[src/hdl/tbsc_pkg.sv]
`timescale 1ns / 1ps
`default_nettype none
package tbsc_pkg;

    localparam int REGION_SLOTS = 32;
    localparam int SLOT_W       = $clog2(REGION_SLOTS);
    localparam int CNT_W        = $clog2(REGION_SLOTS + 1);
    localparam int TIME_BITS    = 32;
    localparam int THR_W        = 10;
    localparam logic [THR_W-1:0] THR_MAX = '1;

    // search phases
    localparam logic [2:0] PH_REPEAT      = 3'd0;
    localparam logic [2:0] PH_S0          = 3'd1;
    localparam logic [2:0] PH_S1          = 3'd2;
    localparam logic [2:0] PH_S2          = 3'd3;
    localparam logic [2:0] PH_END_THREADS = 3'd4;
    localparam logic [2:0] PH_END         = 3'd5;

    // sequential-phase comparison
    localparam logic [1:0] SQ_PASS      = 2'd0;
    localparam logic [1:0] SQ_INITIAL   = 2'd1;
    localparam logic [1:0] SQ_END_TURBO = 2'd2;
    localparam logic [1:0] SQ_END_SEQ   = 2'd3;

    typedef enum logic [1:0] {
        CFG_MAX_THREADS     = 2'd0,
        CFG_START_THREADS   = 2'd1,
        CFG_METRIC_MODE     = 2'd2,
        CFG_WRITE_THRESHOLD = 2'd3
    } t_cfg_idx;

    localparam logic [8:0]  RST_MAX_THREADS   = 9'd8;
    localparam logic [8:0]  RST_START_THREADS = 9'd2;
    localparam logic        RST_METRIC_MODE   = 1'b0;
    localparam logic [31:0] RST_THRESHOLD     = 32'd776;

    typedef struct packed {
        logic [2:0]       search_phase;
        logic [THR_W-1:0] trial_threads;
        logic [THR_W-1:0] last_threads;
        logic [THR_W-1:0] step_size;
        logic [THR_W-1:0] best_threads;
        logic [63:0]      best_cost;
        logic [31:0]      best_time;
        logic             time_only;
        logic             best_boost;
        logic [31:0]      par_time_off;
        logic [31:0]      par_time_on;
        logic [1:0]       seq_phase;
        logic             seq_time_only;
        logic             seq_best_boost;
        logic [31:0]      seq_time_off;
        logic [31:0]      seq_time_on;
        logic [63:0]      seq_cost_off;
        logic [63:0]      seq_cost_on;
    } t_slot;

    typedef struct packed {
        logic load;
        logic rd_prev;
        logic wr_seq;
        logic scan_clr;
        logic rd_key;
        logic scan_inc;
        logic alloc;
        logic rd_slot;
        logic commit_begin;
        logic rd_cur;
        logic commit_end;
    } t_cmd;

    typedef struct packed {
        logic op_end;
        logic scan_end;
        logic key_hit;
        logic full;
        logic out_free;
    } t_sts;

    function automatic t_slot slot_setup(input logic [8:0] max_thr, input logic mode);
        t_slot s;
        s               = '0;
        s.search_phase  = PH_REPEAT;
        s.trial_threads = THR_W'(max_thr);
        s.time_only     = ~mode;
        s.seq_time_only = ~mode;
        s.seq_phase     = SQ_PASS;
        return s;
    endfunction

endpackage
`default_nettype wire

[src/hdl/tbsc_ctrl.sv]
`timescale 1ns / 1ps
`default_nettype none
module tbsc_ctrl (
    input  wire             i_clk,
    input  wire             i_rst_n,
    input  wire             i_valid,
    output logic            o_ready,
    input  tbsc_pkg::t_sts  i_sts,
    output tbsc_pkg::t_cmd  o_cmd
);

    typedef enum logic [9:0] {
        ST_IDLE     = 10'b00_0000_0001,
        ST_SEQ_RD   = 10'b00_0000_0010,
        ST_SEQ_WR   = 10'b00_0000_0100,
        ST_SCAN_RD  = 10'b00_0000_1000,
        ST_SCAN_CMP = 10'b00_0001_0000,
        ST_ALLOC    = 10'b00_0010_0000,
        ST_REC_RD   = 10'b00_0100_0000,
        ST_BEG_FIN  = 10'b00_1000_0000,
        ST_END_RD   = 10'b01_0000_0000,
        ST_END_WR   = 10'b10_0000_0000
    } t_state;

    t_state r_state, n_state;

    always_ff @(posedge i_clk) begin
        if (!i_rst_n) begin
            r_state <= ST_IDLE;
        end else begin
            r_state <= n_state;
        end
    end

    always_comb begin
        n_state = r_state;
        o_cmd   = '0;
        o_ready = 1'b0;
        unique case (r_state)
            ST_IDLE: begin
                o_ready = 1'b1;
                if (i_valid) begin
                    o_cmd.load = 1'b1;
                    n_state    = i_sts.op_end ? ST_END_RD : ST_SEQ_RD;
                end
            end
            ST_SEQ_RD: begin
                o_cmd.rd_prev = 1'b1;
                n_state       = ST_SEQ_WR;
            end
            ST_SEQ_WR: begin
                o_cmd.wr_seq   = 1'b1;
                o_cmd.scan_clr = 1'b1;
                n_state        = ST_SCAN_RD;
            end
            ST_SCAN_RD: begin
                if (i_sts.scan_end) begin
                    n_state = ST_ALLOC;
                end else begin
                    o_cmd.rd_key = 1'b1;
                    n_state      = ST_SCAN_CMP;
                end
            end
            ST_SCAN_CMP: begin
                if (i_sts.key_hit) begin
                    n_state = ST_REC_RD;
                end else begin
                    o_cmd.scan_inc = 1'b1;
                    n_state        = ST_SCAN_RD;
                end
            end
            ST_ALLOC: begin
                o_cmd.alloc = 1'b1;
                n_state     = i_sts.full ? ST_BEG_FIN : ST_REC_RD;
            end
            ST_REC_RD: begin
                o_cmd.rd_slot = 1'b1;
                n_state       = ST_BEG_FIN;
            end
            ST_BEG_FIN: begin
                if (i_sts.out_free) begin
                    o_cmd.commit_begin = 1'b1;
                    n_state            = ST_IDLE;
                end
            end
            ST_END_RD: begin
                o_cmd.rd_cur = 1'b1;
                n_state      = ST_END_WR;
            end
            ST_END_WR: begin
                if (i_sts.out_free) begin
                    o_cmd.commit_end = 1'b1;
                    n_state          = ST_IDLE;
                end
            end
            default: n_state = ST_IDLE;
        endcase
    end

endmodule
`default_nettype wire

[config.mk]
export PLATFORM = sky130hd
export DESIGN_NAME = tbsc_ctrl
export DESIGN_NICKNAME = d
export VERILOG_FILES = /design/src/hdl/tbsc_pkg.sv /design/src/hdl/tbsc_ctrl.sv
export SDC_FILE = /design/constraint.sdc
export NUM_CORES = 1
export LEC_CHECK = 0
export BUFFER_PORTS_ARGS = -buffer_cell sky130_fd_sc_hd__clkbuf_2
export CAP_MARGIN = 20
export CORE_MARGIN = 1.5
export CORE_UTILIZATION = 50
export CTS_CLUSTER_DIAMETER = 30
export DETAILED_ROUTE_END_ITERATION = 10
export HOLD_SLACK_MARGIN = 0.06
export PLACE_DENSITY = 0.86
export SLEW_MARGIN = 20
export SYNTH_ARGS = -nofsm -noshare
export SYNTH_HDL_FRONTEND = slang
export SYNTH_SLANG_ARGS = --single-unit
[constraint.sdc]
create_clock -name i_clk -period 4 [get_ports i_clk]
set_clock_uncertainty 0.1 [all_clocks]
set_input_delay 0.2 -clock i_clk [delete_from_list [all_inputs] [get_ports i_clk]]
set_output_delay 0.2 -clock i_clk [all_outputs]
set_load 0.05 [all_outputs]
Word level (Yosys, flattened, before mapping)
Cells that the tools add are included.

storage, ports and cells
  bits in registers = 10
  bits of input ports = 8
  output and inout bits = 12
  word-level logic and storage cells = 37

operators by class
  equality and inequality tests = 12
  multiplexer cells = 22
  reduce and logical (&&, ||, !) cells = 2

operators by type and width
  cell                                                                     count
  10-bit one-hot mux with 9 select lines                                   1
  10-bit 2-to-1 mux                                                        2
  1-bit 2-to-1 mux                                                         14
  10-bit by 1-bit == test with 1-bit output, second input constant         1
  10-bit == test, second input constant                                    1
  10-bit by 2-bit == test with 1-bit output, second input constant         1
  10-bit by 3-bit == test with 1-bit output, second input constant         1
  10-bit by 4-bit == test with 1-bit output, second input constant         1
  10-bit by 5-bit == test with 1-bit output, second input constant         1
  10-bit by 6-bit == test with 1-bit output, second input constant         1
  10-bit by 7-bit == test with 1-bit output, second input constant         1
  10-bit by 8-bit == test with 1-bit output, second input constant         1
  10-bit by 9-bit == test with 1-bit output, second input constant         1
  9-bit 2-to-1 mux                                                         1
  8-bit 2-to-1 mux                                                         1
  7-bit 2-to-1 mux                                                         1
  6-bit 2-to-1 mux                                                         1
  2-bit 2-to-1 mux                                                         1
  2-bit by 1-bit inequality test with 1-bit output, second input constant  1
  2-bit inequality test, second input constant                             1
  2-bit AND reduction                                                      1
  2-bit OR reduction                                                       1

Depth between registers and ports, before layout
Gate-level depths: netlist (run 1).

  depth in word-level cells = 4
  depth in mapped cells = 5
  gate-level depth less buffers = 4

Worst setup path before layout (run 1)
Ideal clock, no wire load.

  path kind = flip-flop to flip-flop
  from = register r_state[0]
  to = register r_state[3]
  arrival time = 2.715 ns
  required time = 3.834 ns
  slack = 1.118 ns
  cell stages (with the launch flop) = 5
  buffers on the path = 0
  cell sequence = dfxtp_1 -> nor4_4 -> nand3_1 -> nor4b_1 -> o21ba_1

between the ends
  longest elaborated chain between the ends = 4
  elaborated cells on any way between the ends = 15
  those cells by class = 12 x eq/ne; 1 x mux; 2 x reduce/logical

RTL lines
  item                                                                         RTL line         source
  start: declaration                                                           tbsc_ctrl.sv:25  t_state r_state, n_state;
  start signal: assignment                                                     tbsc_ctrl.sv:31  r_state <= n_state;
  10-bit == test or 10-bit by 8-bit == test with 1-bit output (tied branches)  tbsc_ctrl.sv:39  unique case (r_state)
  2-bit OR reduction (no source line)                                          n/a
  2-bit by 1-bit inequality test with 1-bit output (no source line)            n/a
  2-bit AND reduction (no source line)                                         n/a

Several ways; a longest one is shown, not always the timed one.
A chain may end at the register's enable or synchronous reset.

==> impl_metrics.csv, run 1 <==
group,metric,value,unit
clocking,cts_setup_buffers,0,
clocking,cts.sinks,10,
die,core-area,1300,um^2
clocking,cts.path.max_buffers,2,
synth,yosysUniqueCellTypes,38,
detailed_routing,drc_errors,0,
die,die_w,40.4,um
detailed_routing,drt_wl_total,1.55,mm
clocking,clk_latency,0.27,ns
timing,tns,0,ns
timing,tightest_slew,0.476,ns
finish,nets,107,
synth,syn_inst,78,
timing,hold_violations,0,
worst_setup_path,critPathLaunchType,"register",
synth,yosysSeqAreaShare,0.286,
clocking,htreeDepth,1,
worst_setup_path,cp_max_fo,6,
synth,synth_warnings,0,
detailed_routing,dr.pass1.iters,4,
die,row_count,13,
timing,fmax,0.430,GHz
timing,setup_viol,0,
placed_design,io_buffers,19,
power_and_ir_drop,switching_share,0.310,
finish,area_delta_synth_final,19.6,%
finish,top_register,"r_state",
detailed_routing,drt_iter0_markers,3,
finish,antenna-diode-count,0,
detailed_routing,vias,656,
finish,largest_reg_flops,10,
power_and_ir_drop,seqPwrFrac,0.405,
die,io_pins,20,
global_routing,grt_util_all_layers,0.236,
placed_design,place_hpwl,1.15,mm
worst_setup_path,crit_required,3.70,ns
clocking,cts.clk_slew.worst_paths,0.07,ns
global_routing,grt_overflow,0,
power_and_ir_drop,powerDensity,315,nW/um^2
timing,rsz0062_at_grt,"no",
worst_setup_path,critPathKind,"register to primary output",
die,initial_utilization,0.538,
worst_setup_path,crit_arrival,2.03,ns
global_routing,grt_pass1_vias,562,
global_routing,grt_max_degree,10,
power_and_ir_drop,p_sw,81.9,uW
power_and_ir_drop,clkPwrFrac,0.361,
timing,slew_violations,0,
synth,synth_area_per_cell,8.98,um^2
clocking,cts_buffers,3,
die,fp.dieArea,1630,um^2
synth,ys_seq_elements,10,
placed_design,globalplace.congestion,0.796,
clocking,cts_resized,0,
timing,period_share,0.581,
timing,slew_headroom,0.678,
global_routing,antenna_found_initial,0,
synth,netlist_area,701,um^2
worst_setup_path,end_kind,"primary output",
detailed_routing,antenna_left,0,
power_and_ir_drop,intPower,182,uW
power_and_ir_drop,power_frac_comb,0.234,
power_and_ir_drop,power,264,uW
power_and_ir_drop,power.leakage,0.368,nW
die,die-height,40.4,um
power_and_ir_drop,ir_drop,0.000161,V
clocking,tritoncts,"yes",
synth,syn_nets,86,
detailed_routing,via_per_inst,5.81,
run_status,status,"finished, final reports clean",
clocking,cts-root-buf,"clkbuf_4",
job,cap_violations,0,
finish,drive_above_1_share,0.296,
timing,period_needed,2.33,ns
hold_path,hold_path_class,"input port to register",
detailed_routing,avgRoutedWirePerCell,13.7,um
finish,reg_top3,"r_state (10)",
global_routing,grt_first_pass_wirelength,2.51,mm
per-layer routing:
metal,part of all wire,GRT usage,vias up
met5,0,0,-
met4,0.025,0.150,0
met3,0.030,0.0500,5
met2,0.48,0.357,14
met1,0.47,0.299,305
li1,-,-,332
layout make-up:
class                   count  area [um^2]
multi-input cells          61          460
repair buffers             21          115
inverters                   2         7.51
well taps                  15         18.8
flip-flops and latches     10          200
fillers                   123          463
clock buffers               4         36.3
metrics by stage:
stage / worst slack [ns] / util / hold slack (ns) / instance area (um^2) / instances
floorplan: 1.12 / - / 0.172 / 701 / 78
global placement: 2.04 / 0.601 / 0.275 / 782 / 107
detailed placement: 1.97 / 0.601 / 0.278 / 782 / 107
CTS: 1.66 / 0.644 / 0.0863 / 838 / 113
global route: 1.52 / 0.644 / 0.0884 / 838 / 113
finish: 1.67 / 0.644 / 0.0876 / 838 / 113
cell usage in the layout, fill, tap and decap left out, types with 3 or more instances in the layout:
cell type	count
nor3_1	4
dfxtp_1	10
clkbuf_2	19
nor2_1	9
nand4b_1	3
clkbuf_4	3
cell families (layout without fill, tap and decap cells):
| group | Yosys count | count (layout) | share of synthesized area |
|---|---|---|---|
| AO/OA/AOI/OAI | 11 | 11 | 0.112 |
| AND/OR/NAND/NOR | 45 | 45 | 0.480 |
| multiplexers | 1 | 1 | 0.0143 |
| flip-flops | 10 | 10 | 0.286 |
| buffers and inverters | 7 | 27 | 0.0571 |
| XOR/XNOR | 4 | 4 | 0.0500 |
worst max-delay path: stages, from the launching register on:
cell and delay (ns):
dfxtp_1 0.38, nor4_4 0.36, nand3_1 0.19, nor4b_1 0.46, clkbuf_2 0.36
cells in the mapped netlist:
library cell / instances / area (um^2)
dfxtp_1: 10 / 200
nor2_1: 9 / 33.8
nor3_1: 4 / 20.0
nand4b_1: 3 / 26.3
and2_1: 2 / 12.5
and3_1: 2 / 12.5
and4_1: 2 / 17.5
and4b_1: 2 / 20.0
buf_2: 2 / 10.0
inv_1: 2 / 7.51
nand2_1: 2 / 7.51
nand2b_1: 2 / 12.5
nand3_1: 2 / 10.0
nor2b_1: 2 / 12.5
nor4_1: 2 / 12.5
nor4_4: 2 / 42.5
o211ai_1: 2 / 15.0
o21a_1: 2 / 15.0
o21ai_0: 2 / 10.0
or3_4: 2 / 22.5
xnor2_1: 2 / 17.5
xor2_1: 2 / 17.5
a21boi_0: 1 / 7.51
a21oi_1: 1 / 5.00
and3b_1: 1 / 8.76
buf_4: 1 / 7.51
buf_6: 1 / 11.3
clkbuf_1: 1 / 3.75
mux2i_1: 1 / 10.0
nor3_4: 1 / 16.3
nor3b_1: 1 / 7.51
nor4b_1: 1 / 8.76
o21ba_1: 1 / 10.0
o2bb2ai_1: 1 / 8.76
o31ai_1: 1 / 7.51
or3b_1: 1 / 8.76
or4b_1: 1 / 10.0
or4b_4: 1 / 13.8
repair_timing:
action | in CTS | in global routing
endpoints found under the hold margin | 3 | 0
hold buffers | 2 | 0
endpoints found under the setup margin | 0 | 0
power groups by stage:
stage,sequential [mW],clock [mW],combinational [mW]
after floorplan,0.107,0,0.0482
after global placement,0.109,0,0.0594
after detailed placement,0.109,0,0.0603
after CTS,0.107,0.0955,0.0622
after global routing,0.107,0.101,0.0676
final,0.107,0.0953,0.0617
path summary, 6_finish.rpt:
check / startpoint / endpoint / slack [ns] / cells after the start
setup / recovery: r_state[1] / o_cmd[5] / 1.67 / 4
hold / removal: i_valid / r_state[1] / 0.09 / 3
setup reg to reg: r_state[1] / r_state[3] / 2.20 / 4
hold reg to reg: r_state[7] / r_state[7] / 0.55 / 2
(Power assumes the default switching activity.)
==> run 2: changes to the inputs <==
--- a/config.mk
+++ b/config.mk
@@ -8,11 +8,11 @@
 export BUFFER_PORTS_ARGS = -buffer_cell sky130_fd_sc_hd__clkbuf_2
 export CAP_MARGIN = 20
 export CORE_MARGIN = 1.5
-export CORE_UTILIZATION = 50
+export CORE_UTILIZATION = 49
 export CTS_CLUSTER_DIAMETER = 30
 export DETAILED_ROUTE_END_ITERATION = 10
 export HOLD_SLACK_MARGIN = 0.06
-export PLACE_DENSITY = 0.86
+export PLACE_DENSITY = 0.85
 export SLEW_MARGIN = 20
 export SYNTH_ARGS = -nofsm -noshare
 export SYNTH_HDL_FRONTEND = slang
==> constraint.sdc (replaced) <==
create_clock -name i_clk -period 2.22 [get_ports i_clk]
set_clock_uncertainty 0.1 [all_clocks]
set_input_delay 0.111 -clock i_clk [delete_from_list [all_inputs] [get_ports i_clk]]
set_output_delay 0.111 -clock i_clk [all_outputs]
set_load 0.05 [all_outputs]
==> run 2 against run 1 <==
- final cell count grew 2.7%
- global-route usage down 3.2 points
- worst setup slack worse by 1.6 ns
- non-clock buffer count increased by 3
- critical path depth unchanged
- sequential power rose by 79%
- sequential share of layout area is 1.1 points lower
- die area increased by 1.9%
- critical endpoint is now o_cmd[7]
- highest routed layer unchanged
==> impl_metrics.csv, run 2 (synthesis results as in run 1) <==
group,metric,value,unit
run_status,status,"finished, final reports clean",
finish,antenna-diode-count,0,
detailed_routing,drt_iter0_markers,6,
die,die_w,40.8,um
worst_setup_path,crit_required,2.01,ns
finish,multiInputGateArea,468,um^2
placed_design,place_hpwl,1.14,mm
worst_setup_path,reg2regPathDepth,5,
timing,fmax,0.475,GHz
finish,drive_above_1_share,0.307,
placed_design,globalplace.congestion,0.854,
global_routing,grt_overflow,0,
die,initial_utilization,0.532,
detailed_routing,drc_errors,0,
job,cap_violations,0,
timing,layout_setup_ws,0.113,ns
clocking,cts-root-buf,"clkbuf_4",
timing,tightest_slew,0.321,ns
detailed_routing,antenna_left,0,
finish,nets,110,
timing,setup_viol,0,
die,die-height,40.8,um
timing,whs,0.0829,ns
die,core-area,1320,um^2
timing,period_share,0.949,
worst_setup_path,critPathKind,"register to primary output",
finish,largest_reg_flops,10,
hold_path,hold_path_class,"input port to register",
global_routing,grt_max_degree,10,
clocking,cts.sinks,10,
worst_setup_path,critPathLaunchType,"register",
placed_design,place_ws,0.365,ns
finish,seq_area,200,um^2
detailed_routing,wl_met3,33,um
finish,final_common_cell,"clkbuf_2",
die,row_count,13,
global_routing,grt_pass1_vias,531,
placed_design,dp.cells,107,
clocking,tritoncts,"yes",
detailed_routing,dr.pass1.iters,4,
clocking,clk_latency,0.26,ns
detailed_routing,wl_met1,665,um
global_routing,antenna_found_initial,0,
timing,slew_headroom,0.785,
timing,period_needed,2.11,ns
detailed_routing,drt_wl_total,1.46,mm
worst_setup_path,crit_arrival,1.90,ns
finish,area_delta_synth_final,25.4,%
detailed_routing,met2_length,732,um
placed_design,io_buffers,19,
power_and_ir_drop,power,471,uW
worst_setup_path,cp_max_fo,8,
detailed_routing,via_per_inst,5.60,
finish,top_register,"r_state",
die,io_pins,20,
timing,rsz0062_at_grt,"no",
clocking,cts_setup_buffers,0,
die,fp.dieArea,1670,um^2
clocking,htreeDepth,1,
detailed_routing,top_layer,"met4",
timing,slew_violations,0,
timing,hold_violations,0,
finish,fillers,103,
power_and_ir_drop,powerDensity,537,nW/um^2
finish,fin_cells,116,
global_routing,grt_util_all_layers,0.204,
power_and_ir_drop,power.leakage,0.387,nW
worst_setup_path,end_kind,"primary output",
detailed_routing,avgRoutedWirePerCell,12.6,um
clocking,cts_buffers,3,
clocking,cts.clk_slew.worst_paths,0.07,ns
clocking,cts.path.max_buffers,2,
detailed_routing,vias,650,
finish,reg_top3,"r_state (10)",
hold_path,whs_path_depth,4,
power_and_ir_drop,ir_drop,0.000314,V
global_routing,grt_first_pass_wirelength,2.22,mm
finish,final_cell_mix,"clkbuf_2 (15), dfxtp_1 (10), nor2_1 (9)",
## run 2: changes by cell type in the layout (fill, tap and decap cells not counted)
| cell | before | now |
|---|---|---|
| and2_1 | 2 | 1 |
| and2_2 | 0 | 1 |
| nor4b_2 | 0 | 1 |
| nor4b_1 | 1 | 0 |
| clkbuf_2 | 19 | 15 |
| clkbuf_4 | 3 | 4 |
| buf_2 | 0 | 3 |
| dlygate4sd3_1 | 2 | 5 |
## run 2: worst paths after layout
kind                            startpoint    endpoint  slack [ns]
worst min-delay path              i_sts[2]  r_state[6]        0.08
worst max register to register  r_state[2]  r_state[1]        0.20
worst min register to register  r_state[7]  r_state[7]        0.55
worst max-delay path            r_state[8]    o_cmd[7]        0.11
## run 2: report_power, final
group	switching (mW)	internal, mW
combinational	0.0684	0.0478
sequential	0.00812	0.184
clock	0.0635	0.0994
## run 2: timing repair
action | CTS | global route
gates resized for setup | 0 | 5
hold endpoints to repair | 6 | 0
setup endpoints to repair | 0 | 4
hold buffers | 5 | 0
## run 2: cell type report
cell class,instances,area share
Sequential cell,10,0.228
Clock buffer,4,0.0413
Timing Repair Buffer,24,0.168
Multi-Input combinational cell,61,0.533
Tap cell,15,0.0214
Inverter,2,0.00855
## run 2: critical path: stages (launching register included)
cell      delay, ns
dfxtp_1        0.39
or3_4          0.45
nor2_1         0.23
and4b_1        0.27
clkbuf_2       0.29
## run 2: through the flow
stage	utilization	cell area, um^2	setup TNS (ns)
after detailed placement	0.599	790	0
after global routing	0.667	878	0
final	0.667	878	0
after floorplan	-	708	-0.837
after CTS	0.665	876	0
after global placement	0.599	790	0
## run 2: per-layer routing
layer,vias to the layer above,global-route usage
met3,2,0.0326
met4,0,0.100
met5,-,0
met2,12,0.328
li1,337,-
met1,299,0.262
